### config.mk
export PLATFORM = sky130hd
export DESIGN_NAME = aabbt_csr
export DESIGN_NICKNAME = d
export VERILOG_FILES = /design/src/rtl/aabb_matrix_transform_top_defines.svh /design/src/rtl/aabbt_pkg.sv /design/src/rtl/aabbt_csr.sv
export SDC_FILE = /design/constraint.sdc
export NUM_CORES = 1
export LEC_CHECK = 0
export BUFFER_PORTS_ARGS = -buffer_cell sky130_fd_sc_hd__buf_2
export CORE_MARGIN = 1.5
export CORE_UTILIZATION = 46
export DETAILED_ROUTE_END_ITERATION = 16
export PLACE_DENSITY = 0.78
export SYNTH_ARGS = -nofsm -noshare
export SYNTH_HDL_FRONTEND = slang
export SYNTH_SLANG_ARGS = --single-unit
### constraint.sdc
create_clock -name clock -period 1.57 [get_ports clock]
set_clock_uncertainty 0.15 [all_clocks]
set_input_delay 0.2355 -clock clock [delete_from_list [all_inputs] [get_ports clock]]
set_output_delay 0.2355 -clock clock [all_outputs]
set_load 0.02 [all_outputs]
### src/rtl/aabb_matrix_transform_top_defines.svh
// assertion helpers used by the top-level rtl
`ifndef AABB_MATRIX_TRANSFORM_TOP_DEFINES_SVH
`define AABB_MATRIX_TRANSFORM_TOP_DEFINES_SVH

// same-cycle implication
`define AABBT_ASSERT_IMPL(lbl, clk, rst, ante, cons) \
   lbl: assert property (@(posedge clk) disable iff (rst) (ante) |-> (cons)) \
      else $error("aabbt assertion failed");

// next-cycle implication
`define AABBT_ASSERT_NEXT(lbl, clk, rst, ante, cons) \
   lbl: assert property (@(posedge clk) disable iff (rst) (ante) |=> (cons)) \
      else $error("aabbt assertion failed");

`endif

### src/rtl/aabbt_pkg.sv
package aabbt_pkg;

   localparam int COORD_W    = 32;
   localparam int COEF_W     = 16;
   localparam int ROW_W      = 3 * COEF_W;
   localparam int PROD_W     = COEF_W + COORD_W;
   localparam int SUM_W      = PROD_W + 2;
   localparam int FRAC_SHIFT = 12;
   localparam int QUOT_W     = SUM_W - FRAC_SHIFT;
   localparam int AXES       = 3;

   localparam int CSR_IDX_W  = 3;
   localparam int CSR_DATA_W = ROW_W;

   localparam logic [CSR_IDX_W-1:0] CSR_ROW_X   = 3'd0;
   localparam logic [CSR_IDX_W-1:0] CSR_ROW_Y   = 3'd1;
   localparam logic [CSR_IDX_W-1:0] CSR_ROW_Z   = 3'd2;
   localparam logic [CSR_IDX_W-1:0] CSR_SHIFT_X = 3'd3;
   localparam logic [CSR_IDX_W-1:0] CSR_SHIFT_Y = 3'd4;
   localparam logic [CSR_IDX_W-1:0] CSR_SHIFT_Z = 3'd5;

   localparam logic [ROW_W-1:0] ROW_X_RESET = 48'h0000_0000_1000;
   localparam logic [ROW_W-1:0] ROW_Y_RESET = 48'h0000_1000_0000;
   localparam logic [ROW_W-1:0] ROW_Z_RESET = 48'h1000_0000_0000;

   typedef logic signed [COORD_W-1:0] coord_type;
   typedef logic signed [COEF_W-1:0]  coef_type;
   typedef logic signed [PROD_W-1:0]  prod_type;
   typedef logic signed [SUM_W-1:0]   sum_type;
   typedef logic signed [QUOT_W-1:0]  quot_type;
   typedef logic [ROW_W-1:0]          row_type;

   typedef prod_type [AXES-1:0][AXES-1:0] prod_mat_type;

   typedef struct packed {
      row_type   [AXES-1:0] row;
      coord_type [AXES-1:0] shift;
   } cfg_type;

   typedef struct packed {
      coord_type [AXES-1:0] lo;
      coord_type [AXES-1:0] hi;
   } box_type;

   // products [out axis][in axis] for the lower and upper corner coordinate
   typedef struct packed {
      prod_mat_type p_lo;
      prod_mat_type p_hi;
   } prod_set_type;

   typedef struct packed {
      prod_mat_type t_min;
      prod_mat_type t_max;
   } term_set_type;

   typedef struct packed {
      sum_type [AXES-1:0] s_min;
      sum_type [AXES-1:0] s_max;
   } sum_set_type;

   typedef struct packed {
      logic valid;
      logic ready;
   } hs_type;

endpackage

### src/rtl/aabbt_csr.sv
module aabbt_csr (
   input  logic                                 clock,
   input  logic                                 reset,
   input  logic                                 wr_en,
   input  logic [aabbt_pkg::CSR_IDX_W-1:0]      index,
   input  logic [aabbt_pkg::CSR_DATA_W-1:0]     wdata,
   output aabbt_pkg::cfg_type                   cfg
);
   import aabbt_pkg::*;

   cfg_type cfg_ff;
   cfg_type cfg_in;

   always_comb begin
      cfg_in = cfg_ff;
      if (wr_en) begin
         unique case (index)
            CSR_ROW_X:   cfg_in.row[0]   = wdata;
            CSR_ROW_Y:   cfg_in.row[1]   = wdata;
            CSR_ROW_Z:   cfg_in.row[2]   = wdata;
            CSR_SHIFT_X: cfg_in.shift[0] = coord_type'(wdata[COORD_W-1:0]);
            CSR_SHIFT_Y: cfg_in.shift[1] = coord_type'(wdata[COORD_W-1:0]);
            CSR_SHIFT_Z: cfg_in.shift[2] = coord_type'(wdata[COORD_W-1:0]);
            default: ;
         endcase
      end
   end

   always_ff @(posedge clock) begin
      if (reset) begin
         cfg_ff.row[0] <= ROW_X_RESET;
         cfg_ff.row[1] <= ROW_Y_RESET;
         cfg_ff.row[2] <= ROW_Z_RESET;
         cfg_ff.shift  <= '0;
      end else begin
         cfg_ff <= cfg_in;
      end
   end

   assign cfg = cfg_ff;
endmodule

==> run_results.csv <==
group,metric,value,unit
worst_setup_path,crit_required,1860,ps
detailed_routing,drc,0,
power,p_leak,6.67,nW
sta,setup_viol,0,
cts,root_buffer,"clkbuf_16",
sta,setup_ws,79.2,ps
sta,min_period_over_period,95.0,%
floorplanning,die_x,146,um
sta,tightest_slew,352,ps
detailed_routing,drtPass1Iterations,4,
worst_setup_path,cp_max_fo,21,
sta,fmax,0.671,GHz
cts,hold_buffers,36,
grt,grt_pass1_vias,7216,
grt,grt_max_degree,33,
power,comb_power_share,8.8,%
power,internal-power,0.0102,W
power,p_sw,0.00302,W
cts,cts.sinks,240,
cts,cts_resized,0,
synthesis,netlist.area_leader.share,51.1,%
floorplanning,fp.coreArea,20100,sq um
synthesis,synthesis.area_per_instance,11.2,sq um
synthesis,synth_nets,895,
synthesis,netlist_top_cells_area,"dfxtp_1 (51%), mux2i_1 (26%), nand2b_1 (19%), clkbuf_1 (1.4%), buf_2 (1.0%)",
cells_and_area,design_area,12600,sq um
cells_and_area,layout.cells.non_filler,1462,
placed_design,placed_cells,1380,
power,power_density,1040,nW/um^2
floorplanning,rows,52,
sta,maxSlewViolCount,0,
worst_hold_path,min_path_type,"input port to register",
synthesis,ys_seq_area_share,51.1,%
cts,cts_tree,"done",
placed_design,gp_congestion,0.803,
worst_setup_path,crit_path_start_kind,"input port",
grt,grt_pass1_wl,37700,um
synthesis,synth_cell_types,13,
synthesis,synth_largest_area_cell,"dfxtp_1",
worst_setup_path,r2r_slack,760,ps
floorplanning,start_util,46.7,%
flow_run,cap_viol_max_count,0,
grt,grt_usage,21.9,%
detailed_routing,wl,24100,um
cts,cts_buffer_depth,3,
grt,antenna_found_initial,2,
power,irDropWorstVdd,0.000768,V
cells_and_area,drive_above_1_share,31.5,%
cts,cts.clk_slew.worst_paths,60,ps
sta,relSlewSlack,76.6,%
outcome,run_status,"finished clean",
detailed_routing,antenna_left,0,
detailed_routing,wl_per_cell,16.5,um
placed_design,post-dp-hpwl,16500,um
floorplanning,boundaryPins,294,
sta,final.setup.tns,0,ps
sta,fin_crit,1490,ps
placed_design,pre_cts_ws,-6.98,ps
cts,cts_setup_buffers,0,
cts,numCtsBuffers,25,
power,p_total,0.0132,W
detailed_routing,vias,7049,
synthesis,syn_area,9400,sq um
cells_and_area,nNetsFinal,1227,
placed_design,port_buffers,293,
synthesis,yosysWarnings,0,
cells_and_area,area_growth,34.5,%
worst_setup_path,arrival,1780,ps
detailed_routing,drt-initial-drc-count,198,
cts,htree_levels,1,
sta,rsz0062_at_grt,"no",
placed_design,place_area,11500,sq um
synthesis,synthCells,841,
cts,clock_latency,500,ps
sta,finalHoldViolCount,0,
detailed_routing,vias_per_cell,4.82,
worst_setup_path,critical_path_class,"input port to register",
floorplanning,die_y,146,um
grt,grt_overflow,0,
cells_and_area,largest_reg_flops,240,
worst_setup_path,endpoint_kind,"register",
floorplanning,die-area,21300,sq um
power,switching_share,22.9,%
power,pwr-share-seq,47.8,%
power,pwr-share-clk,43.4,%
synthesis,ys_seq_elements,240,
==> kinds of logic after synthesis <==
kind of cell	count (synthesis)	share of synthesized area, %
DFF	240	51.1
and+or+nand+nor	299	20.1
muxes	240	25.6
buffers and inverters	62	3.21
==> critical path: stages <==
cell and delay [ps]:
dlygate4sd3_1 560, buf_6 240, nor2_1 60, dlygate4sd3_1 560, mux2i_1 120
==> power by group through the flow <==
stage / logic [W] / registers (W) / clock network (W)
finish: 0.00116 / 0.00629 / 0.00572
global route: 0.00124 / 0.00630 / 0.00609
CTS: 0.00117 / 0.00629 / 0.00586
detailed placement: 0.00110 / 0.00643 / 0
global placement: 0.00109 / 0.00642 / 0
floorplan: 0.000491 / 0.00659 / 0
==> final cells by class <==
class                   instances  area (sq um)
diodes                          2          5.00
clock buffers                  34           689
clock inverters                10           103
fillers                      1631          7460
multi-input cells             539          4360
flip-flops and latches        240          4800
well taps                     270           338
repair buffers                367          2340
==> synth_stat cells <==
| cell type | count |
|---|---|
| nand2b_1 | 285 |
| nor2_1 | 6 |
| nor4b_1 | 1 |
| nand4bb_1 | 3 |
| nand4b_1 | 2 |
| or4b_4 | 1 |
| buf_6 | 3 |
| buf_4 | 6 |
| dfxtp_1 | 240 |
| nor4bb_1 | 1 |
| clkbuf_1 | 34 |
| mux2i_1 | 240 |
| buf_2 | 19 |
==> metrics by stage <==
step                      utilization (%)  hold slack [ps]
after floorplan                         -              247
after global placement               57.1              304
after detailed placement             57.1              309
after CTS                            62.9             1.56
after global routing                 62.9             16.7
final                                62.9             8.58
==> worst paths after layout <==
| kind | start | to | cells after the start |
|---|---|---|---|
| worst min-delay path | wdata[17] | cfg[17] | 3 |
| worst min register to register | cfg[106] | cfg[106] | 2 |
| worst max-delay path | reset | cfg[108] | 5 |
| worst max register to register | cfg[236] | cfg[236] | 2 |
==> routing by layer <==
metal | GRT usage [%] | vias to the layer above | share of wire [%]
li1 | - | 3440 | -
met5 | 0 | - | 0
met3 | 5.14 | 54 | 6.0
met2 | 38.3 | 216 | 48
met4 | 8.67 | 0 | 3.7
met1 | 25.8 | 3339 | 42
==> placed cells by master (no fill, tap or decap) <==
cell / n
mux2i_1: 240
diode_2: 2
dlygate4sd3_1: 36
clkbuf_16: 25
nand2b_1: 285
buf_4: 20
nand4bb_4: 3
nand4b_1: 2
clkbuf_8: 3
bufinv_16: 2
clkinv_2: 7
nor2_1: 6
clkbuf_1: 6
nor4bb_4: 1
nor4b_2: 1
buf_6: 1
buf_12: 18
buf_2: 292
or4b_4: 1
dfxtp_1: 240
clkinvlp_4: 1
Note: power is estimated with default switching activity, not from simulation.
