$ cat src/rtl/aabb_matrix_transform_top_defines.svh
// assertion helpers used by the top-level rtl
`ifndef AABB_MATRIX_TRANSFORM_TOP_DEFINES_SVH
`define AABB_MATRIX_TRANSFORM_TOP_DEFINES_SVH

// same-cycle implication
`define AABBT_ASSERT_IMPL(lbl, clk, rst, ante, cons) \
   lbl: assert property (@(posedge clk) disable iff (rst) (ante) |-> (cons)) \
      else $error("aabbt assertion failed");

// next-cycle implication
`define AABBT_ASSERT_NEXT(lbl, clk, rst, ante, cons) \
   lbl: assert property (@(posedge clk) disable iff (rst) (ante) |=> (cons)) \
      else $error("aabbt assertion failed");

`endif

$ cat src/rtl/aabbt_pkg.sv
package aabbt_pkg;

   localparam int COORD_W    = 32;
   localparam int COEF_W     = 16;
   localparam int ROW_W      = 3 * COEF_W;
   localparam int PROD_W     = COEF_W + COORD_W;
   localparam int SUM_W      = PROD_W + 2;
   localparam int FRAC_SHIFT = 12;
   localparam int QUOT_W     = SUM_W - FRAC_SHIFT;
   localparam int AXES       = 3;

   localparam int CSR_IDX_W  = 3;
   localparam int CSR_DATA_W = ROW_W;

   localparam logic [CSR_IDX_W-1:0] CSR_ROW_X   = 3'd0;
   localparam logic [CSR_IDX_W-1:0] CSR_ROW_Y   = 3'd1;
   localparam logic [CSR_IDX_W-1:0] CSR_ROW_Z   = 3'd2;
   localparam logic [CSR_IDX_W-1:0] CSR_SHIFT_X = 3'd3;
   localparam logic [CSR_IDX_W-1:0] CSR_SHIFT_Y = 3'd4;
   localparam logic [CSR_IDX_W-1:0] CSR_SHIFT_Z = 3'd5;

   localparam logic [ROW_W-1:0] ROW_X_RESET = 48'h0000_0000_1000;
   localparam logic [ROW_W-1:0] ROW_Y_RESET = 48'h0000_1000_0000;
   localparam logic [ROW_W-1:0] ROW_Z_RESET = 48'h1000_0000_0000;

   typedef logic signed [COORD_W-1:0] coord_type;
   typedef logic signed [COEF_W-1:0]  coef_type;
   typedef logic signed [PROD_W-1:0]  prod_type;
   typedef logic signed [SUM_W-1:0]   sum_type;
   typedef logic signed [QUOT_W-1:0]  quot_type;
   typedef logic [ROW_W-1:0]          row_type;

   typedef prod_type [AXES-1:0][AXES-1:0] prod_mat_type;

   typedef struct packed {
      row_type   [AXES-1:0] row;
      coord_type [AXES-1:0] shift;
   } cfg_type;

   typedef struct packed {
      coord_type [AXES-1:0] lo;
      coord_type [AXES-1:0] hi;
   } box_type;

   // products [out axis][in axis] for the lower and upper corner coordinate
   typedef struct packed {
      prod_mat_type p_lo;
      prod_mat_type p_hi;
   } prod_set_type;

   typedef struct packed {
      prod_mat_type t_min;
      prod_mat_type t_max;
   } term_set_type;

   typedef struct packed {
      sum_type [AXES-1:0] s_min;
      sum_type [AXES-1:0] s_max;
   } sum_set_type;

   typedef struct packed {
      logic valid;
      logic ready;
   } hs_type;

endpackage

$ cat src/rtl/aabbt_sel.sv
module aabbt_sel (
   input  logic                      clock,
   input  logic                      reset,
   input  logic                      in_valid,
   input  aabbt_pkg::prod_set_type   prod,
   output aabbt_pkg::hs_type         out_hs,
   input  logic                      out_ready,
   output aabbt_pkg::term_set_type   term
);
   import aabbt_pkg::*;

   logic         valid_ff;
   logic         valid_in;
   logic         advance;
   term_set_type term_ff;
   term_set_type term_in;

   assign advance  = !valid_ff || out_ready;
   assign valid_in = advance ? in_valid : valid_ff;

   // each term depends on one input axis only, so the corner extremes
   // separate into per-term min and max
   always_comb begin
      for (int a = 0; a < AXES; a++) begin
         for (int j = 0; j < AXES; j++) begin
            if ($signed(prod.p_lo[a][j]) < $signed(prod.p_hi[a][j])) begin
               term_in.t_min[a][j] = prod.p_lo[a][j];
               term_in.t_max[a][j] = prod.p_hi[a][j];
            end else begin
               term_in.t_min[a][j] = prod.p_hi[a][j];
               term_in.t_max[a][j] = prod.p_lo[a][j];
            end
         end
      end
   end

   always_ff @(posedge clock) begin
      if (reset) begin
         valid_ff <= 1'b0;
      end else begin
         valid_ff <= valid_in;
      end
   end

   always_ff @(posedge clock) begin
      if (advance && in_valid) begin
         term_ff <= term_in;
      end
   end

   assign out_hs.valid = valid_ff;
   assign out_hs.ready = advance;
   assign term         = term_ff;
endmodule

$ cat config.mk
export PLATFORM = sky130hd
export DESIGN_NAME = aabbt_sel
export DESIGN_NICKNAME = d
export VERILOG_FILES = /design/src/rtl/aabb_matrix_transform_top_defines.svh /design/src/rtl/aabbt_pkg.sv /design/src/rtl/aabbt_sel.sv
export SDC_FILE = /design/constraint.sdc
export NUM_CORES = 2
export LEC_CHECK = 0
export BUFFER_PORTS_ARGS = -buffer_cell sky130_fd_sc_hd__buf_4
export CAP_MARGIN = 10
export CELL_PAD_IN_SITES_DETAIL_PLACEMENT = 2
export CELL_PAD_IN_SITES_GLOBAL_PLACEMENT = 2
export CORE_AREA = 2 2 672 674
export DETAILED_ROUTE_END_ITERATION = 10
export DIE_AREA = 0 0 674 676
export GPL_ROUTABILITY_DRIVEN = 0
export PLACE_DENSITY = 0.38
export RECOVER_POWER = 25
export SLEW_MARGIN = 20
export SYNTH_ARGS = -nofsm -noshare
export SYNTH_HDL_FRONTEND = slang
export SYNTH_SLANG_ARGS = --single-unit
$ cat constraint.sdc
create_clock -name clock -period 33.4 [get_ports clock]
set_input_delay 3.34 -clock clock [delete_from_list [all_inputs] [get_ports clock]]
set_output_delay 3.34 -clock clock [all_outputs]
set_load 0.005 [all_outputs]
==> flow_metrics.env <==
export IMPL_status="finished, violations left"
export IMPL_violations="capacitance limit, slew limit"
export IMPL_ys_warn_count=0
export IMPL_cp_start_kind="input port"
export IMPL_fin_tns_setup_ns=0
export IMPL_post_route_drc_count=0
export IMPL_grt_start_max_net_pins=138
export IMPL_synth_xor_area_share=0.00135
export IMPL_slowest_stage="and2_0"
export IMPL_rsz0062_at_grt="no"
export IMPL_synth_top_area_frac=0.527
export IMPL_synth_area_sq_um=49300
export IMPL_synthAdderAreaFrac=0.107
export IMPL_yosysUniqueCellTypes=55
export IMPL_hold_ws_ns=0.687
export IMPL_busiest_layer="met2"
export IMPL_drt_iter0_markers=1619
export IMPL_synth_top_family_by_area="multiplexers"
export IMPL_syn_area_per_cell_sq_um=12.7
export IMPL_grtUsageMet1=0.155
export IMPL_synthTopCellsByCount="864 x edfxtp_1, 640 x mux2_2, 438 x inv_1"
export IMPL_startpoint="out_ready"
export IMPL_grt_overflow=0
export IMPL_finalNonFillerCells=11693
export IMPL_finalCritPeriodShare=0.312
export IMPL_antenna_found_initial=109
export IMPL_clockBufferDepth=4
export IMPL_ant_nets=0
export IMPL_root_buffer="clkbuf_16"
export IMPL_syn_nets=5168
export IMPL_start_util=0.110
export IMPL_maxCapViolations=4
export IMPL_clock_fmax_mhz=95.9
export IMPL_crit_chain="clkbuf_4, nand2b_1, and2_0, clkbuf_1, buf_4, buf_4, buf_4, buf_4"
export IMPL_cp_required_ns=33.85
export IMPL_clkLatencyLatePin_ns=0.84
export IMPL_grt_pass1_wl_microns=434000
export IMPL_period_needed_ns=10.42
export IMPL_worstSetupEndpoint="term[130]$_DFFE_PP_"
export IMPL_fp_dieArea_sq_um=456000
export IMPL_ir_drop_mv=0.0340
export IMPL_core_sq_um=448000
export IMPL_critical_path_max_stage_delay_ns=2.19
export IMPL_ys_flop_type="edfxtp_1"
export IMPL_cts_sinks=865
export IMPL_die_h_microns=676
export IMPL_power_leakage_uw=0.0289
export IMPL_path_clk_slew_ns=0.06
export IMPL_async_flop_share=0
export IMPL_areaGrowthSynthToFinish_pct=47.4
export IMPL_grt_total_usage=0.142
export IMPL_fillers=50896
export IMPL_crit_path_end_kind="flip-flop"
export IMPL_synthTopCellsByArea="edfxtp_1 53%, mux2_2 15%, ha_1 11%"
export IMPL_path_max_fanout=66
export IMPL_setup_viol_count_final=0
export IMPL_reg2reg_from="valid_ff$_SDFFE_PP0N_"
export IMPL_reg2reg_depth=7
export IMPL_wl_microns=340000
export IMPL_hold_class="flip-flop to flip-flop"
export IMPL_wire_per_inst_microns=29.1
export IMPL_port_buffers=1733
export IMPL_p_per_area_nw_per_um2=53.5
export IMPL_muxShareOfSynthArea=0.175
export IMPL_synth_area_leader_cell="edfxtp_1"
export IMPL_slew_headroom=-1.28
export IMPL_post_cts_setup_buffers=0
export IMPL_tightest_slew_ns=3.43
export IMPL_ioPinCount=1734
export IMPL_drtPass1Iterations=4
export IMPL_final_util=0.162
export IMPL_synth_most_common_cell="edfxtp_1"
export IMPL_hold_violations=0
export IMPL_cts_tree="yes"
export IMPL_nNetsFinal=6920
export IMPL_seq_area_frac_synth=0.527
export IMPL_synth_compound_area_frac=0.0584
export IMPL_rr_endpoint="term[130]$_DFFE_PP_"
export IMPL_die_w_microns=674
export IMPL_synth_edf_count=864
export IMPL_skew_ns=0.0383
export IMPL_grt_pass1_vias=43629
export IMPL_synthCells=3877
export IMPL_dp_cells=11436
export IMPL_vias=40381
export IMPL_arrival_ns=10.87
export IMPL_worst_path_most_repeated_cell="buf_4"
export IMPL_cts_buffers=141
export IMPL_critPathKind="input port to flip-flop"
export IMPL_synthSimpleGateAreaFrac=0.0806
export IMPL_htree_levels=4
export IMPL_met2_usage=0.265
export IMPL_cts_repair_resized=0
export IMPL_place_hpwl_microns=288000
export IMPL_drive_gt1_frac=0.399
export IMPL_drv_slew=185
export IMPL_ys_ff_latch=865
export IMPL_row_count=246
export IMPL_cts_hold_buf=0
export IMPL_gr_usage_met3=0.0467
export IMPL_via_per_inst=3.45
export IMPL_rrSetupSlack_ns=25.19
area by class of cell:
class	instances	area (sq um)	share of cell area
diodes	14	35.0	0.000482
clock buffers	166	3640	0.0502
clock inverters	75	897	0.0123
inverters	438	1640	0.0226
multi-input cells	2409	21000	0.289
flip-flops and latches	865	26000	0.357
well taps	5952	7450	0.103
repair buffers	1774	12100	0.166
layout by cell type (no fill, tap or decap), types with 129 or more instances in the layout:
| cell type | Yosys | routed |
|---|---|---|
| clkbuf_1 | 62 | 372 |
| clkbuf_16 | 0 | 142 |
| buf_4 | 34 | 1294 |
| mux2_2 | 640 | 640 |
| nand3_1 | 294 | 294 |
| ha_1 | 423 | 422 |
| a21oi_1 | 161 | 160 |
| clkbuf_4 | 0 | 129 |
| edfxtp_1 | 864 | 864 |
| inv_1 | 438 | 438 |
worst min-delay path by stage:
stage	start	end	cells after the start
2_1_floorplan	valid_ff$_SDFFE_PP0N_	valid_ff$_SDFFE_PP0N_	2
3_3_place_gp	valid_ff$_SDFFE_PP0N_	valid_ff$_SDFFE_PP0N_	2
3_5_place_dp	valid_ff$_SDFFE_PP0N_	valid_ff$_SDFFE_PP0N_	2
4_1_cts	valid_ff$_SDFFE_PP0N_	valid_ff$_SDFFE_PP0N_	2
5_1_grt	valid_ff$_SDFFE_PP0N_	valid_ff$_SDFFE_PP0N_	2
6_report	valid_ff$_SDFFE_PP0N_	valid_ff$_SDFFE_PP0N_	2
through the flow:
step	power, uW	cell area, sq um	setup WS [ns]
floorplan	1890	49300	9.16
global placement	2430	69300	25.07
detailed placement	2440	69300	25.03
CTS	4040	73900	25.98
global route	4080	72600	22.30
finish	3890	72600	22.98
where the power goes:
group | switching (uW) | total [uW] | internal (uW)
combinational | 521 | 920 | 399
sequential | 70.8 | 1430 | 1360
clock | 615 | 1530 | 919
total | 1210 | 3890 | 2680
worst max-delay path, delay by kind of cell:
kind / cells / cell delay, ns
buffers and inverters: 6 / 4.89
and+or+nand+nor: 2 / 2.33
per-layer routing:
layer / routed length (microns) / part of all wire / vias up
met1: 128000 / 0.38 / 20637
met2: 177000 / 0.52 / 1261
li1: - / - / 18085
met3: 25700 / 0.076 / 354
met4: 8120 / 0.024 / 44
met5: 261 / 0.00077 / -
state kept, by name (all words and copies together), names as in the netlist:
| signal | count |
|---|---|
| valid_ff | 1 |
| term | 864 |
cell families after synthesis:
family          after synthesis
compound gates              461
mux                         764
simple gates                756
xor+xnor                      5
fa+ha+maj                   423
flops                       865
buf+inv                     603
Power figures use the tool's default switching activity.
