--- src/rtl/aabb_matrix_transform_top_defines.svh ---
// assertion helpers used by the top-level rtl
`ifndef AABB_MATRIX_TRANSFORM_TOP_DEFINES_SVH
`define AABB_MATRIX_TRANSFORM_TOP_DEFINES_SVH

// same-cycle implication
`define AABBT_ASSERT_IMPL(lbl, clk, rst, ante, cons) \
   lbl: assert property (@(posedge clk) disable iff (rst) (ante) |-> (cons)) \
      else $error("aabbt assertion failed");

// next-cycle implication
`define AABBT_ASSERT_NEXT(lbl, clk, rst, ante, cons) \
   lbl: assert property (@(posedge clk) disable iff (rst) (ante) |=> (cons)) \
      else $error("aabbt assertion failed");

`endif

--- src/rtl/aabbt_pkg.sv ---
package aabbt_pkg;

   localparam int COORD_W    = 32;
   localparam int COEF_W     = 16;
   localparam int ROW_W      = 3 * COEF_W;
   localparam int PROD_W     = COEF_W + COORD_W;
   localparam int SUM_W      = PROD_W + 2;
   localparam int FRAC_SHIFT = 12;
   localparam int QUOT_W     = SUM_W - FRAC_SHIFT;
   localparam int AXES       = 3;

   localparam int CSR_IDX_W  = 3;
   localparam int CSR_DATA_W = ROW_W;

   localparam logic [CSR_IDX_W-1:0] CSR_ROW_X   = 3'd0;
   localparam logic [CSR_IDX_W-1:0] CSR_ROW_Y   = 3'd1;
   localparam logic [CSR_IDX_W-1:0] CSR_ROW_Z   = 3'd2;
   localparam logic [CSR_IDX_W-1:0] CSR_SHIFT_X = 3'd3;
   localparam logic [CSR_IDX_W-1:0] CSR_SHIFT_Y = 3'd4;
   localparam logic [CSR_IDX_W-1:0] CSR_SHIFT_Z = 3'd5;

   localparam logic [ROW_W-1:0] ROW_X_RESET = 48'h0000_0000_1000;
   localparam logic [ROW_W-1:0] ROW_Y_RESET = 48'h0000_1000_0000;
   localparam logic [ROW_W-1:0] ROW_Z_RESET = 48'h1000_0000_0000;

   typedef logic signed [COORD_W-1:0] coord_type;
   typedef logic signed [COEF_W-1:0]  coef_type;
   typedef logic signed [PROD_W-1:0]  prod_type;
   typedef logic signed [SUM_W-1:0]   sum_type;
   typedef logic signed [QUOT_W-1:0]  quot_type;
   typedef logic [ROW_W-1:0]          row_type;

   typedef prod_type [AXES-1:0][AXES-1:0] prod_mat_type;

   typedef struct packed {
      row_type   [AXES-1:0] row;
      coord_type [AXES-1:0] shift;
   } cfg_type;

   typedef struct packed {
      coord_type [AXES-1:0] lo;
      coord_type [AXES-1:0] hi;
   } box_type;

   // products [out axis][in axis] for the lower and upper corner coordinate
   typedef struct packed {
      prod_mat_type p_lo;
      prod_mat_type p_hi;
   } prod_set_type;

   typedef struct packed {
      prod_mat_type t_min;
      prod_mat_type t_max;
   } term_set_type;

   typedef struct packed {
      sum_type [AXES-1:0] s_min;
      sum_type [AXES-1:0] s_max;
   } sum_set_type;

   typedef struct packed {
      logic valid;
      logic ready;
   } hs_type;

endpackage

--- src/rtl/aabbt_acc.sv ---
module aabbt_acc (
   input  logic                      clock,
   input  logic                      reset,
   input  aabbt_pkg::cfg_type        cfg,
   input  logic                      in_valid,
   input  aabbt_pkg::term_set_type   term,
   output aabbt_pkg::hs_type         out_hs,
   input  logic                      out_ready,
   output aabbt_pkg::sum_set_type    sum
);
   import aabbt_pkg::*;

   localparam sum_type ROUND_HALF = sum_type'(1) <<< (FRAC_SHIFT - 1);

   logic        valid_ff;
   logic        valid_in;
   logic        advance;
   sum_set_type sum_ff;
   sum_set_type sum_in;
   sum_type     base;

   assign advance  = !valid_ff || out_ready;
   assign valid_in = advance ? in_valid : valid_ff;

   always_comb begin
      base = '0;
      for (int a = 0; a < AXES; a++) begin
         // translation lifted to the product scale, plus the rounding half
         base = (sum_type'(cfg.shift[a]) <<< FRAC_SHIFT) + ROUND_HALF;
         sum_in.s_min[a] = base + sum_type'(term.t_min[a][0])
                         + sum_type'(term.t_min[a][1]) + sum_type'(term.t_min[a][2]);
         sum_in.s_max[a] = base + sum_type'(term.t_max[a][0])
                         + sum_type'(term.t_max[a][1]) + sum_type'(term.t_max[a][2]);
      end
   end

   always_ff @(posedge clock) begin
      if (reset) begin
         valid_ff <= 1'b0;
      end else begin
         valid_ff <= valid_in;
      end
   end

   always_ff @(posedge clock) begin
      if (advance && in_valid) begin
         sum_ff <= sum_in;
      end
   end

   assign out_hs.valid = valid_ff;
   assign out_hs.ready = advance;
   assign sum          = sum_ff;
endmodule

--- config.mk ---
export PLATFORM = sky130hd
export DESIGN_NAME = aabbt_acc
export DESIGN_NICKNAME = d
export VERILOG_FILES = /design/src/rtl/aabb_matrix_transform_top_defines.svh /design/src/rtl/aabbt_pkg.sv /design/src/rtl/aabbt_acc.sv
export SDC_FILE = /design/constraint.sdc
export NUM_CORES = 2
export LEC_CHECK = 0
export BUFFER_PORTS_ARGS = -buffer_cell sky130_fd_sc_hd__buf_2
export CORE_AREA = 2 2 547 549
export CTS_BUF_LIST = sky130_fd_sc_hd__clkbuf_8
export DETAILED_ROUTE_END_ITERATION = 7
export DIE_AREA = 0 0 549 551
export PLACE_DENSITY_LB_ADDON = 0.08
export SLEW_MARGIN = 20
export SYNTH_ARGS = -nofsm -noshare
export SYNTH_HDL_FRONTEND = slang
export SYNTH_SLANG_ARGS = --single-unit
--- constraint.sdc ---
create_clock -name clock -period 12.93 [get_ports clock]
set_input_delay 2.586 -clock clock [delete_from_list [all_inputs] [get_ports clock]]
set_output_delay 2.586 -clock clock [all_outputs]
set_load 0.005 [all_outputs]
==> metrics.log <==
INFO  metric detail_route.drc_violations = 0
INFO  metric fp.dieArea = between 300000 and 400000 um2
INFO  metric placement_rows = 200
INFO  metric required = 13.61 ns
INFO  metric cts_htree_levels = 3
INFO  metric max_clock_freq = around 0.14 GHz
INFO  metric clock_tree_sinks = roughly 300
INFO  metric antenna_violations_before_repair = about 130
INFO  metric synth.yosys.warnings = 0
INFO  metric static-leakage-power = 27.8 nW
INFO  metric grt.total_usage = around 14%
INFO  metric grt_first_pass_wirelength = about 300000 um
INFO  metric unique_masters_post_synth = 81
INFO  metric input_output_buffers = between 1000 and 1500
INFO  metric synthesis.nets = roughly 6400
INFO  metric yosysSeqAreaShare = ~22%
INFO  metric netlist.area_leader.share = between 20 and 30%
INFO  metric hold_path.class = register to register
INFO  metric final.period_utilization = about 56%
INFO  metric reg2reg_depth = 4
INFO  metric routed_wire_length = about 220000 um
INFO  metric place.detailed.hpwl = ~200000 um
INFO  metric multi_input_area = about 25000 um2
INFO  metric chip_height = between 500 and 600 um
INFO  metric layout.core_utilization = between 10% and 20%
INFO  metric postSynthAreaPerCell = a little over 9 um2
INFO  metric finalCriticalPeriod = 7.19 ns
INFO  metric finalHoldViolations = 0
INFO  metric coreArea = 296000 um2
INFO  metric viasPerCell = between 3 and 4
INFO  metric post_route_cells_drive_above_1_share = 24.6%
INFO  metric clock_pin_slew_of_the_registers_on_the_worst_case_setup_and_hold_paths = around 0.06 ns
INFO  metric drt_iter0_drc = roughly 1700
INFO  metric synth.top_cells.by_area = sky130_fd_sc_hd__fa_1, sky130_fd_sc_hd__edfxtp_1, sky130_fd_sc_hd__inv_1
INFO  metric post_cts.repair.setup_buffers = 0
INFO  metric cts.path.max_buffers = 4
INFO  metric slew_at_the_pin_closest_to_its_max_slew_limit = around 1.2 ns
INFO  metric cellPowerDensity = around 160 nW/um2
INFO  metric grt_setup_unrepaired = no
INFO  metric worstSetupPathType = primary input to register
INFO  metric cts_made_buffers = 85
INFO  metric final_design_area_no_fill = about 53000 um2
INFO  metric clock_latency_of_the_later_clocked_register_in_the_worst_skew_pair = ~0.89 ns
INFO  metric async_reset_ff_share = 0%
INFO  metric synth-seq-cells = between 300 and 400
INFO  metric outcome = completed
INFO  metric top_flip_flop_cell_by_instance_count_after_synthesis = sky130_fd_sc_hd__edfxtp_1
INFO  metric vias = approximately 35000
INFO  metric min_delay_path_depth = 2
INFO  metric setup_viol = 0
INFO  metric avgRoutedWirePerCell = 22.3 um
INFO  metric final.setup_skew = roughly 0.046 ns
INFO  metric nFillCells = between 30000 and 40000
INFO  metric placed_area = around 50000 um2
INFO  metric detailed_routing_iteration_count_for_the_pre_antenna_repair_pass = 5
INFO  metric finalWeightedCongestion = 0.886
INFO  metric final_nets = about 7700
INFO  metric cts_repair_resize_count = 0
INFO  metric max_slew_margin = 18.7%
INFO  metric post_synth_instance_area = around 40000 um2
INFO  metric area_delta_synth_final = 31.7%
INFO  metric antenna_violating_nets_post_route = 0
INFO  metric critical_path_arrival = 7.87 ns
INFO  metric maxCapViolations = 0
INFO  metric timing.setup.tns = 0 ns
INFO  metric grt_pass1_vias = roughly 38000
INFO  metric yosysTopAreaCell = sky130_fd_sc_hd__fa_1
INFO  metric grt_overflow_total = 0
INFO  metric io_pins = 1410
INFO  metric ir_drop = roughly 65 uV
INFO  metric cts_hold_buf = 0
INFO  metric clock_tree.root_cell = sky130_fd_sc_hd__clkbuf_8
INFO  metric largest_net_degree_at_the_start_of_global_routing = 60
INFO  metric critPathLaunchType = primary input
INFO  metric synth-edff-count = 300
INFO  metric clock_tree_from_tritoncts = built
INFO  metric worstSetupEndpointType = register
INFO  metric max_slew_vio_count = 0
INFO  metric die_width = around 550 um
INFO  metric layout.area.seq = about 9000 um2
INFO  metric synth_cells = 4383
INFO  metric floorplan.initialDensity = a little over an eighth
INFO  metric worst-path-max-fanout = 5
worst paths after layout:
path / startpoint / to / slack [ns]
setup / recovery: cfg[32] / sum[247] / 5.74
hold / removal: valid_ff / valid_ff / 0.54
setup reg to reg: valid_ff / sum[5] / 9.91
hold reg to reg: valid_ff / valid_ff / 0.54
cells by family (layout without fill, tap and decap cells):
group / count (synthesis) / after routing / synth area share (%)
simple gates: 535 / 535 / 6.52
fa+ha+maj: 864 / 864 / 36.6
compound gates: 852 / 852 / 13.8
mux: 1 / 1 / 0.0249
buf+inv: 1560 / 2924 / 14.6
flops: 301 / 301 / 22.5
other cells: 0 / 32 / 0
xor+xnor: 270 / 270 / 5.89
where the power goes:
| group | leakage [nW] | internal (mW) | switching (mW) |
|---|---|---|---|
| Combinational | 24.1 | 2.03 | 3.28 |
| Clock | 0.862 | 0.668 | 0.643 |
| Sequential | 2.91 | 1.70 | 0.109 |
| Total | 27.8 | 4.40 | 4.03 |
placed cells by master, fill, tap and decap left out, drive strengths merged, types with 24 or more instances in the layout:
cell type / synthesis / final
o21ai: 146 / 146
xnor2: 179 / 179
inv: 1505 / 1527
nand4: 36 / 36
nand2b: 32 / 32
clkbuf: 49 / 85
a31oi: 45 / 45
nor2: 114 / 114
diode: 0 / 32
a21oi: 281 / 281
xor2: 91 / 91
buf: 6 / 1273
edfxtp: 300 / 300
fa: 516 / 516
o21bai: 42 / 42
nor3: 24 / 24
a21o: 169 / 169
nor2b: 34 / 34
nand2: 164 / 164
ha: 348 / 348
nand3: 45 / 45
and3: 36 / 36
clkinv: 0 / 34
through the flow:
| step | hold WS (ns) | power (mW) | setup WS, ns | instances |
|---|---|---|---|---|
| 2_1_floorplan | 0.483 | 4.90 | 2.72 | 4383 |
| 3_3_place_gp | 0.498 | 7.32 | 4.93 | 9540 |
| 3_5_place_dp | 0.525 | 7.27 | 4.90 | 9540 |
| 4_1_cts | 0.532 | 8.73 | 5.91 | 9686 |
| 5_1_grt | 0.553 | 9.24 | 5.72 | 9696 |
| 6_report | 0.541 | 8.43 | 5.74 | 9718 |
final cells by class:
type | instances | share of cell area (%)
antenna | 32 | 0.152
multi-input combinational | 2522 | 47.8
clock inverter | 61 | 0.663
timing repair buffer | 1273 | 12.1
inverter | 1505 | 10.7
clock buffer | 85 | 2.21
sequential | 301 | 17.1
tap | 3939 | 9.33
layer usage:
layer / wire [um] / vias up / global-route usage [%]
met2: 105000 / 1190 / 24.2
met3: 16800 / 320 / 4.42
met5: 242 / - / 0
li1: - / 16400 / -
met1: 89300 / 17000 / 16.9
met4: 5440 / 40 / 3.20
flip-flops by register name, indices dropped and copies added, names as in the netlist:
signal and count:
valid_ff 1, sum 300
critical path, cell delays in order:
cell and delay [ns]:
sky130_fd_sc_hd__buf_2 0.10, sky130_fd_sc_hd__inv_1 0.25, sky130_fd_sc_hd__fa_1 0.53, sky130_fd_sc_hd__fa_1 0.52, sky130_fd_sc_hd__inv_1 0.06, sky130_fd_sc_hd__ha_1 0.37
sky130_fd_sc_hd__nand3_1 0.15, sky130_fd_sc_hd__nor3_1 0.20, sky130_fd_sc_hd__o311ai_1 0.16, sky130_fd_sc_hd__a21oi_1 0.28, sky130_fd_sc_hd__o2111ai_1 0.27, sky130_fd_sc_hd__a21oi_1 1.03
sky130_fd_sc_hd__nor2_1 0.41, sky130_fd_sc_hd__a31oi_1 0.29, sky130_fd_sc_hd__a21o_1 0.24, sky130_fd_sc_hd__a31oi_1 0.13, sky130_fd_sc_hd__xnor2_1 0.29
cells in the mapped netlist (all sizes together), types with 32 or more instances:
cell type / number
nor2: 114
edfxtp: 300
inv: 1505
nor2b: 34
fa: 516
xor2: 91
o21ai: 146
and3: 36
o21bai: 42
nand4: 36
nand2: 164
nand2b: 32
ha: 348
nand3: 45
a21o: 169
xnor2: 179
a31oi: 45
a21oi: 281
clkbuf: 49
Power figures use the tool's default switching activity.
