**src/rtl/aabb_matrix_transform_top_defines.svh**
```systemverilog
// assertion helpers used by the top-level rtl
`ifndef AABB_MATRIX_TRANSFORM_TOP_DEFINES_SVH
`define AABB_MATRIX_TRANSFORM_TOP_DEFINES_SVH

// same-cycle implication
`define AABBT_ASSERT_IMPL(lbl, clk, rst, ante, cons) \
   lbl: assert property (@(posedge clk) disable iff (rst) (ante) |-> (cons)) \
      else $error("aabbt assertion failed");

// next-cycle implication
`define AABBT_ASSERT_NEXT(lbl, clk, rst, ante, cons) \
   lbl: assert property (@(posedge clk) disable iff (rst) (ante) |=> (cons)) \
      else $error("aabbt assertion failed");

`endif

```
**src/rtl/aabbt_pkg.sv**
```systemverilog
package aabbt_pkg;

   localparam int COORD_W    = 32;
   localparam int COEF_W     = 16;
   localparam int ROW_W      = 3 * COEF_W;
   localparam int PROD_W     = COEF_W + COORD_W;
   localparam int SUM_W      = PROD_W + 2;
   localparam int FRAC_SHIFT = 12;
   localparam int QUOT_W     = SUM_W - FRAC_SHIFT;
   localparam int AXES       = 3;

   localparam int CSR_IDX_W  = 3;
   localparam int CSR_DATA_W = ROW_W;

   localparam logic [CSR_IDX_W-1:0] CSR_ROW_X   = 3'd0;
   localparam logic [CSR_IDX_W-1:0] CSR_ROW_Y   = 3'd1;
   localparam logic [CSR_IDX_W-1:0] CSR_ROW_Z   = 3'd2;
   localparam logic [CSR_IDX_W-1:0] CSR_SHIFT_X = 3'd3;
   localparam logic [CSR_IDX_W-1:0] CSR_SHIFT_Y = 3'd4;
   localparam logic [CSR_IDX_W-1:0] CSR_SHIFT_Z = 3'd5;

   localparam logic [ROW_W-1:0] ROW_X_RESET = 48'h0000_0000_1000;
   localparam logic [ROW_W-1:0] ROW_Y_RESET = 48'h0000_1000_0000;
   localparam logic [ROW_W-1:0] ROW_Z_RESET = 48'h1000_0000_0000;

   typedef logic signed [COORD_W-1:0] coord_type;
   typedef logic signed [COEF_W-1:0]  coef_type;
   typedef logic signed [PROD_W-1:0]  prod_type;
   typedef logic signed [SUM_W-1:0]   sum_type;
   typedef logic signed [QUOT_W-1:0]  quot_type;
   typedef logic [ROW_W-1:0]          row_type;

   typedef prod_type [AXES-1:0][AXES-1:0] prod_mat_type;

   typedef struct packed {
      row_type   [AXES-1:0] row;
      coord_type [AXES-1:0] shift;
   } cfg_type;

   typedef struct packed {
      coord_type [AXES-1:0] lo;
      coord_type [AXES-1:0] hi;
   } box_type;

   // products [out axis][in axis] for the lower and upper corner coordinate
   typedef struct packed {
      prod_mat_type p_lo;
      prod_mat_type p_hi;
   } prod_set_type;

   typedef struct packed {
      prod_mat_type t_min;
      prod_mat_type t_max;
   } term_set_type;

   typedef struct packed {
      sum_type [AXES-1:0] s_min;
      sum_type [AXES-1:0] s_max;
   } sum_set_type;

   typedef struct packed {
      logic valid;
      logic ready;
   } hs_type;

endpackage

```
**src/rtl/aabbt_fin.sv**
```systemverilog
module aabbt_fin (
   input  logic                                      clock,
   input  logic                                      reset,
   input  logic                                      in_valid,
   output logic                                      in_ready,
   input  aabbt_pkg::sum_set_type                    sum,
   output logic                                      out_valid,
   input  logic                                      out_ready,
   output aabbt_pkg::coord_type [aabbt_pkg::AXES-1:0] res_min,
   output aabbt_pkg::coord_type [aabbt_pkg::AXES-1:0] res_max
);
   import aabbt_pkg::*;

   localparam quot_type Q_MAX = quot_type'({1'b0, {(COORD_W-1){1'b1}}});
   localparam quot_type Q_MIN = -Q_MAX - quot_type'(1);

   logic                  valid_ff;
   logic                  valid_in;
   logic                  advance;
   coord_type [AXES-1:0]  min_ff;
   coord_type [AXES-1:0]  max_ff;
   coord_type [AXES-1:0]  min_in;
   coord_type [AXES-1:0]  max_in;

   function automatic coord_type round_sat(input sum_type s);
      quot_type q;
      coord_type r;
      // arithmetic shift is the floor of the division
      q = quot_type'(s >>> FRAC_SHIFT);
      if (q > Q_MAX) begin
         r = coord_type'(Q_MAX);
      end else if (q < Q_MIN) begin
         r = coord_type'(Q_MIN);
      end else begin
         r = coord_type'(q);
      end
      return r;
   endfunction

   assign advance  = !valid_ff || out_ready;
   assign in_ready = advance;
   assign valid_in = advance ? in_valid : valid_ff;

   always_comb begin
      for (int a = 0; a < AXES; a++) begin
         min_in[a] = round_sat(sum.s_min[a]);
         max_in[a] = round_sat(sum.s_max[a]);
      end
   end

   always_ff @(posedge clock) begin
      if (reset) begin
         valid_ff <= 1'b0;
      end else begin
         valid_ff <= valid_in;
      end
   end

   always_ff @(posedge clock) begin
      if (advance && in_valid) begin
         min_ff <= min_in;
         max_ff <= max_in;
      end
   end

   assign out_valid = valid_ff;
   assign res_min   = min_ff;
   assign res_max   = max_ff;
endmodule

```
**config.mk**
```make
export PLATFORM = sky130hd
export DESIGN_NAME = aabbt_fin
export DESIGN_NICKNAME = d
export VERILOG_FILES = /design/src/rtl/aabb_matrix_transform_top_defines.svh /design/src/rtl/aabbt_pkg.sv /design/src/rtl/aabbt_fin.sv
export SDC_FILE = /design/constraint.sdc
export NUM_CORES = 1
export LEC_CHECK = 0
export ABC_AREA = 1
export BUFFER_PORTS_ARGS = -buffer_cell sky130_fd_sc_hd__buf_2
export CORE_AREA = 2 2 195 197
export CTS_CLUSTER_SIZE = 30
export DETAILED_ROUTE_END_ITERATION = 7
export DIE_AREA = 0 0 197 199
export HOLD_SLACK_MARGIN = 0.06
export PLACE_DENSITY = 0.56
export SYNTH_ARGS = -nofsm -noshare
export SYNTH_HDL_FRONTEND = slang
export SYNTH_SLANG_ARGS = --single-unit
```
**constraint.sdc**
```tcl
create_clock -name clock -period 37.2 [get_ports clock]
set_clock_uncertainty 0.2 [all_clocks]
set_input_delay 7.44 -clock clock [delete_from_list [all_inputs] [get_ports clock]]
set_output_delay 7.44 -clock clock [all_outputs]
set_load 0.005 [all_outputs]
```
==> qor.csv, run 1 <==
metric;value;unit
dr_total_vias;6207;
power_frac_comb;10.4;%
wire_per_inst;14.4;µm
dp_hpwl;16700;µm
ys_seq_area_share;72.0;%
tightest_slew;0.978;ns
setup_viol;0;
drt_pass1_iterations;5;
grt-ovfl-total;0;
path_clk_slew;0.07;ns
slowest_delay;0.14;ns
hold_violations;0;
p_switching;118;µW
max_freq;64.5;MHz
rsz0062_at_grt;false;
cts_resized;0;
post_synth_instance_area;0.00803;mm²
power_frac_seq;49.5;%
grt_max_degree;74;
endpoint;in_ready;
fp-row-count;71;
place_area;0.0104;mm²
cp.arrival;7.87;ns
cts_tree;yes;
clk_latency;0.45;ns
grt_pass1_wl;33500;µm
die_h;199;µm
nets;1405;
core_area;0.0371;mm²
min_path_type;flip-flop to flip-flop;
start_util;21.6;%
end_kind;primary output;
fin_crit_sh;41.7;%
rr_startpoint;out_valid;
synth_edf_count;192;
worstPathMaxFanout;2;
drc;0;
timing.rr.end;res_max[88];
crit_type;primary input to primary output;
ys_warn_count;0;
synth.top_cell.area_share;71.8;%
worst_setup_path_start_kind;primary input;
ys_ff_latch;193;
fin_area;0.0110;mm²
finalMaxSlewViolations;0;
synth_cell_types;13;
globalplace.congestion;0.784;
path_cells;buf_2, inv_1, nand2_1, buf_2;
critPathBufInv;3;
p_int;405;µW
r2r_slack;34.31;ns
required;29.56;ns
reg2regPathDepth;3;
drive_gt1_share;42.6;%
path_common_cell;buf_2;
switching_share;22.6;%
yosysMostFrequentCell;nand2_1;
drt-total-wl;22900;µm
viasPerCell;3.91;
die_area;0.0392;mm²
synth_top_area_cell;edfxtp_1;
root_buffer;clkbuf_16;
ant_nets;0;
area_growth;37.5;%
relSlewSlack;34.6;%
ir_drop;0.0318;mV
crit_cells;4;
nFillCells;3933;
p_per_area;47.4;mW/mm²
synth_cells;696;
post-cts-setup-buffers;0;
synthTopCellsByArea;edfxtp_1 72%, nand2_1 19%, buf_6 4.2%;
synth-main-ff-cell;edfxtp_1;
port_buffers;425;
min_period;15.51;ns
power_frac_clock;40.1;%
cts.sinks;193;
cts_hold_buf;0;
fin_setup_tns;0;ns
antenna_found_initial;2;
clk_path_buf_depth;2;
drt_iter0_markers;212;
critPathSlowestCell;buf_2;
yosys-top-cells-count;405 x nand2_1, 192 x edfxtp_1, 30 x buf_6;
synthArstFlopShare;0;%
cts_buffers;17;
grt_pass1_vias;6128;
chipWidth;197;µm
io-pin-count;498;
status;completed;
startpoint;out_ready;
htreeDepth;4;
cap_violations;0;
avgSynthCellArea;11.5;µm²
leakage;0.00501;µW
synth_nets;1000;
crit_family;buffers and inverters;
gr-usage-all-layers;11.5;%
-- layer usage --
layer	vias up	GRT usage (%)	share of wire, %
met5	-	0	0
met4	0	4.40	1.3
met3	17	5.21	9.6
met2	262	18.8	48
met1	2861	13.0	41
li1	3067	-	-
-- logic make-up (layout without fill, tap and decap cells) --
group | Yosys count | after routing | synth area share [%]
flip-flops | 193 | 193 | 72.0
other | 0 | 1 | 0
AO/OA/AOI/OAI | 7 | 7 | 1.29
AND/OR/NAND/NOR | 438 | 438 | 20.9
buffers and inverters | 58 | 476 | 5.80
-- worst min path at each step --
stage	from	to	slack, ns	depth (start not counted)
floorplan	out_valid	out_valid	0.31	2
global placement	out_valid	out_valid	0.36	2
detailed placement	out_valid	out_valid	0.37	2
CTS	out_valid	out_valid	0.38	2
global route	out_valid	out_valid	0.40	2
finish	out_valid	out_valid	0.38	2
-- placed cells by master, fill, tap and decap left out, drive strengths merged --
cell	instances
buf	428
nand2	414
edfxtp	192
nor2	23
inv	19
clkbuf	18
bufinv	6
o21bai	5
clkinv	4
a21oi	2
diode	1
nand4	1
clkinvlp	1
dfxtp	1
-- state kept, by name, indices dropped and copies added (netlist names) --
signal	flops
out_valid	1
res_min	96
res_max	96
-- stage by stage --
stage / util [%] / hold WS [ns] / worst slack, ns / cells / total power (µW)
floorplan: - / 0.307 / 19.49 / 696 / 294
global placement: 28.0 / 0.363 / 21.68 / 1556 / 319
detailed placement: 28.0 / 0.367 / 21.68 / 1556 / 320
CTS: 29.7 / 0.381 / 21.68 / 1588 / 534
global route: 29.7 / 0.397 / 21.67 / 1589 / 548
finish: 29.7 / 0.381 / 21.69 / 1589 / 524
-- worst min-delay path, stage by stage, from the launching register on --
cell and delay, ns:
dfxtp_1 0.36, nand2_1 0.12, a21oi_1 0.07
-- power groups by stage --
stage                     Sequential [µW]  Combinational [µW]  Clock (µW)
after floorplan                       270                24.0           0
after CTS                             259                56.3         218
after detailed placement              264                56.2           0
final                                 259                54.7         210
after global placement                264                55.4           0
after global routing                  260                62.4         225
-- layout make-up --
class                      count  area, µm²  share of cell area [%]
clock inverter                14        231                    2.10
sequential                   193       5790                    52.4
timing repair buffer         428       2150                    19.5
antenna                        1       2.50                  0.0227
clock buffer                  18        429                    3.89
multi-input combinational    445       1790                    16.2
tap                          474        593                    5.37
inverter                      16       60.1                   0.544
Note: power is estimated with default switching activity, not from simulation.
==> run 2, diff against run 1 <==
Settings changed: PLACE_DENSITY 0.56 to 0.58.
Clock period 37.2 ns to 12.62 ns, I/O delays scaled along.
==> run 2 against run 1 <==
Via count is 0.64% higher. Count of clock-buffer cells in the layout is 1 lower. Final cell count is 0.13% higher. Total power grew to 2.8 times the previous value. Critical endpoint unchanged. Largest cell class unchanged. Critical path depth stayed put. Global-route usage is 0.50 points higher. Final area is 0.68% lower. Clock power grew to 2.6 times the previous value.
==> qor.csv, run 2 (synthesis results as in run 1) <==
metric;value;unit;change
drt_pass1_iterations;4;;was 5
relSlewSlack;33.7;%;was 34.6%
ant_nets;0;;unchanged
power_frac_comb;11.1;%;was 10.4%
finalMaxSlewViolations;0;;unchanged
p_per_area;134;mW/mm²;was 47.4 mW/mm²
clk_latency;0.44;ns;was 0.45 ns
status;completed;;unchanged
finish.utilization;29.5;%;was 29.7%
grt_pass1_vias;6269;;was 6,128
regArea;0.00579;mm²;unchanged
met3_length;2130;µm;was 2200 µm
ir_drop;0.0879;mV;was 0.0318 mV
clk_path_buf_depth;2;;unchanged
drive_gt1_share;43.0;%;was 42.6%
root_buffer;clkbuf_16;;unchanged
post-cts-setup-buffers;0;;unchanged
gr-usage-all-layers;12.0;%;was 11.5%
p_int;1100;µW;was 405 µW
cts_buffers;17;;unchanged
min_period;5.73;ns;
min_path_type;flip-flop to flip-flop;;unchanged
htreeDepth;4;;unchanged
dr_total_vias;6247;;was 6,207
switching_share;25.2;%;was 22.6%
max_freq;175;MHz;
wl_met1;9750;µm;was 9300 µm
tightest_slew;0.993;ns;was 0.978 ns
p_switching;371;µW;was 118 µW
met2_length;11900;µm;was 11,100 µm
nFillCells;3954;;was 3,933
fp-row-count;71;;unchanged
wire_per_inst;15.2;µm;was 14.4 µm
die_area;0.0392;mm²;unchanged
chipWidth;197;µm;unchanged
fin_setup_tns;0;ns;unchanged
power_frac_seq;51.8;%;was 49.5%
required;9.90;ns;was 29.56 ns
place_area;0.0104;mm²;about the same
fin_crit_sh;45.4;%;
path_clk_slew;0.08;ns;was 0.07 ns
cts_resized;0;;unchanged
drt-total-wl;24200;µm;was 22,900 µm
multiInputGateArea;0.00179;mm²;unchanged
hold_violations;0;;unchanged
cp.arrival;3.01;ns;was 7.87 ns
rsz0062_at_grt;false;;unchanged
highest_layer;met5;;was met4
core_area;0.0371;mm²;unchanged
die_h;199;µm;unchanged
end_kind;primary output;;unchanged
cts_tree;yes;;unchanged
setup_viol;0;;unchanged
cts.sinks;193;;unchanged
cap_violations;0;;unchanged
leakage;0.00497;µW;was 0.00501 µW
worst_setup_path_start_kind;primary input;;unchanged
worstPathMaxFanout;2;;unchanged
cts_hold_buf;0;;unchanged
grt_pass1_wl;35100;µm;was 33,500 µm
final_cell_mix;425 x buf_2, 405 x nand2_1, 192 x edfxtp_1;;unchanged
grt_max_degree;70;;was 74
port_buffers;425;;unchanged
power_frac_clock;37.1;%;was 40.1%
start_util;21.6;%;unchanged
viasPerCell;3.93;;was 3.91
io-pin-count;498;;unchanged
mostFrequentLayoutCell;buf_2;;unchanged
drc;0;;unchanged
nets;1406;;was 1,405
grt-ovfl-total;0;;unchanged
area_growth;36.6;%;was 37.5%
antenna_found_initial;8;;was 2
dp_hpwl;17900;µm;was 16,700 µm
fin_area;0.0110;mm²;about the same
total_power;1470;µW;was 524 µW
crit_type;primary input to primary output;;unchanged
drt_iter0_markers;241;;was 212
globalplace.congestion;0.838;;was 0.784
## run 2: cell types whose count changed in the layout (fill, tap and decap cells not counted)
cell	delta
bufinv_16	-5
inv_8	+4
clkinvlp_4	+3
clkinv_1	-2
buf_4	+1
clkbuf_1	-1
clkinv_4	+1
diode_2	+1
## run 2: final cells by class
class                           count  share of cell area, %
Sequential cell                   193                   52.7
Timing Repair Buffer              429                   19.7
Multi-Input combinational cell    445                   16.3
Tap cell                          474                   5.41
Clock buffer                       17                   3.88
Clock inverter                     15                   1.37
Inverter                           16                  0.548
Antenna cell                        2                 0.0456
## run 2: per-layer routing
layer	global-route usage, %	vias to the layer above
met5	0	-
met4	4.09	12
met3	4.83	30
met2	20.6	280
met1	13.4	2857
li1	-	3068
## run 2: final timing paths
check / from / end / slack, ns / depth (start not counted)
max reg2reg: out_valid / res_min[93] / 9.56 / 3
min: out_valid / out_valid / 0.41 / 2
min reg2reg: out_valid / out_valid / 0.41 / 2
max: out_ready / in_ready / 6.89 / 4
## run 2: stage by stage
step           worst slack (ns)  hold WS, ns  cells
6_report                   6.89        0.409   1591
4_1_cts                    6.87        0.423   1589
5_1_grt                    6.84        0.445   1590
3_5_place_dp               6.87        0.409   1557
2_1_floorplan              3.79        0.320    696
3_3_place_gp               6.87        0.398   1557
## run 2: critical path, stage by stage
cell and delay (ns):
buf_2 0.11, inv_1 0.10, nand2_1 0.12, buf_2 0.15
## run 2: power by group through the flow
stage	Clock [µW]	Sequential [µW]	Combinational (µW)
floorplan	0	791	70.8
global placement	0	777	165
detailed placement	0	779	169
CTS	567	764	169
global route	588	768	185
finish	546	764	164
==> run 3, diff against run 2 <==
Settings changed: PLACE_DENSITY 0.58 to 0.56.
Clock period 12.62 ns to 5.5 ns, I/O delays scaled along.
==> run 3 against run 2 <==
Worst setup slack lost 4.2 ns. Total power grew 130%. Critical endpoint unchanged. Final cell count shrank 0.31%. Clock power grew 130%. Final area shrank 0.16%. Count of clock-buffer cells in the layout is the same. Critical path type unchanged. Sequential share of layout area grew 0.084 points. Global-route usage shrank 0.22 points. First-iteration DRC count shrank 4.6%. Wire length shrank 3.7%. Critical path depth is the same. Register-to-register slack lost 6.0 ns.
==> qor.csv, run 3 (synthesis results as in run 1) <==
metric;value;unit;change
cts.sinks;193;;unchanged
ir_drop;0.222;mV;was 0.0879 mV
chipWidth;197;µm;unchanged
mostFrequentLayoutCell;buf_2;;unchanged
startpoint;out_ready;;unchanged
cts_resized;0;;unchanged
power_frac_seq;51.9;%;was 51.8%
grt_max_degree;123;;was 70
fp-row-count;71;;unchanged
leakage;0.00497;µW;about the same
grt_pass1_vias;6077;;was 6,269
die_h;199;µm;unchanged
root_buffer;clkbuf_16;;unchanged
port_buffers;425;;unchanged
drt_pass1_iterations;6;;was 4
hold_violations;0;;unchanged
clk_path_buf_depth;2;;unchanged
total_power;3380;µW;was 1470 µW
antenna_found_initial;5;;was 8
drt_iter0_markers;230;;was 241
max_freq;358;MHz;
hold_path_startpoint;out_valid;;unchanged
critPathSlowestCell;buf_2;;unchanged
ant_nets;0;;unchanged
multiInputGateArea;0.00179;mm²;unchanged
post-cts-setup-buffers;0;;unchanged
min_period;2.79;ns;
fin_crit_sh;50.8;%;
wire_per_inst;14.7;µm;was 15.2 µm
drc;0;;unchanged
worstPathMaxFanout;2;;unchanged
crit_family;buffers and inverters;;unchanged
required;4.20;ns;was 9.90 ns
viasPerCell;3.90;;was 3.93
final_cell_mix;425 x buf_2, 405 x nand2_1, 192 x edfxtp_1;;unchanged
p_per_area;308;mW/mm²;was 134 mW/mm²
cts_tree;yes;;unchanged
critPathBufInv;3;;unchanged
regArea;0.00579;mm²;unchanged
die_area;0.0392;mm²;unchanged
cp.arrival;1.49;ns;was 3.01 ns
path_cells;buf_2, inv_1, nand2_1, buf_2;;unchanged
tightest_slew;1.06;ns;was 0.993 ns
io-pin-count;498;;unchanged
drive_gt1_share;42.7;%;was 43.0%
cts_buffers;17;;unchanged
finish.utilization;29.5;%;about the same
min_path_type;flip-flop to flip-flop;;unchanged
globalplace.congestion;0.819;;was 0.838
dr_total_vias;6189;;was 6,247
core_area;0.0371;mm²;unchanged
whs_path_depth;2;;unchanged
power_frac_comb;11.0;%;was 11.1%
cts_hold_buf;0;;unchanged
p_int;2560;µW;was 1100 µW
grt_pass1_wl;33900;µm;was 35,100 µm
start_util;21.6;%;unchanged
setup_viol;0;;unchanged
rsz0062_at_grt;false;;unchanged
clk_latency;0.45;ns;was 0.44 ns
switching_share;24.3;%;was 25.2%
end_kind;primary output;;unchanged
path_clk_slew;0.07;ns;was 0.08 ns
gr-usage-all-layers;11.7;%;was 12.0%
finalMaxSlewViolations;0;;unchanged
fin_setup_tns;0;ns;unchanged
path_common_cell;buf_2;;unchanged
power_frac_clock;37.1;%;about the same
relSlewSlack;28.8;%;was 33.7%
reg2regPathDepth;2;;was 3
grt-ovfl-total;0;;unchanged
area_growth;36.3;%;was 36.6%
slowest_delay;0.13;ns;was 0.15 ns
nFillCells;3943;;was 3,954
crit_cells;4;;unchanged
nets;1404;;was 1,406
status;completed;;unchanged
antennaDiodeCount;0;;was 2
p_switching;820;µW;was 371 µW
htreeDepth;4;;unchanged
drt-total-wl;23300;µm;was 24,200 µm
rr_startpoint;out_valid;;unchanged
cap_violations;0;;unchanged
crit_type;primary input to primary output;;unchanged
dp_hpwl;16600;µm;was 17,900 µm
worst_setup_path_start_kind;primary input;;unchanged
run 3: cell count changes in the layout (fill, tap and decap cells not counted), sizes merged:
| cell | before | now |
|---|---|---|
| clkinvlp | 4 | 1 |
| bufinv | 1 | 2 |
| diode | 2 | 0 |
| buf | 429 | 427 |
| inv | 23 | 19 |
| clkinv | 3 | 8 |
run 3: per-layer routing:
layer,track usage [%],routed length [µm],vias up
li1,-,-,3064
met1,13.4,9530,2799
met2,19.4,11200,278
met3,4.83,2000,38
met4,5.26,527,10
met5,0,67,-
run 3: worst paths after layout:
| path | end | slack, ns |
|---|---|---|
| hold / removal | out_valid | 0.33 |
| setup / recovery | in_ready | 2.71 |
| setup reg to reg | res_min[24] | 3.57 |
| hold reg to reg | out_valid | 0.33 |
run 3: stage by stage:
step	hold slack [ns]	cells	area, µm²	worst slack [ns]
5_1_grt	0.378	1586	11000	2.67
3_3_place_gp	0.307	1555	10400	2.53
6_report	0.332	1586	11000	2.71
2_1_floorplan	0.342	696	8040	0.473
4_1_cts	0.332	1586	11000	2.71
3_5_place_dp	0.318	1555	10400	2.48
run 3: power groups by stage:
stage | clock network [µW] | logic, µW | registers [µW]
floorplan | 0 | 163 | 1810
global placement | 0 | 377 | 1780
detailed placement | 0 | 383 | 1790
CTS | 1310 | 383 | 1750
global route | 1360 | 422 | 1760
finish | 1250 | 372 | 1750
run 3: worst reg2reg max path: cells and delay by family (launching register included):
family                 cells  cell delay, ns
AOI/OAI and AO/OA          1            0.19
buffers and inverters      1            0.72
DFF                        1            0.35
run 3: final cells by class:
| type | instances | share of cell area (%) |
|---|---|---|
| Sequential cell | 193 | 52.8 |
| Timing Repair Buffer | 427 | 19.7 |
| Multi-Input combinational cell | 445 | 16.4 |
| Tap cell | 474 | 5.42 |
| Clock buffer | 17 | 3.88 |
| Clock inverter | 14 | 1.28 |
| Inverter | 16 | 0.548 |
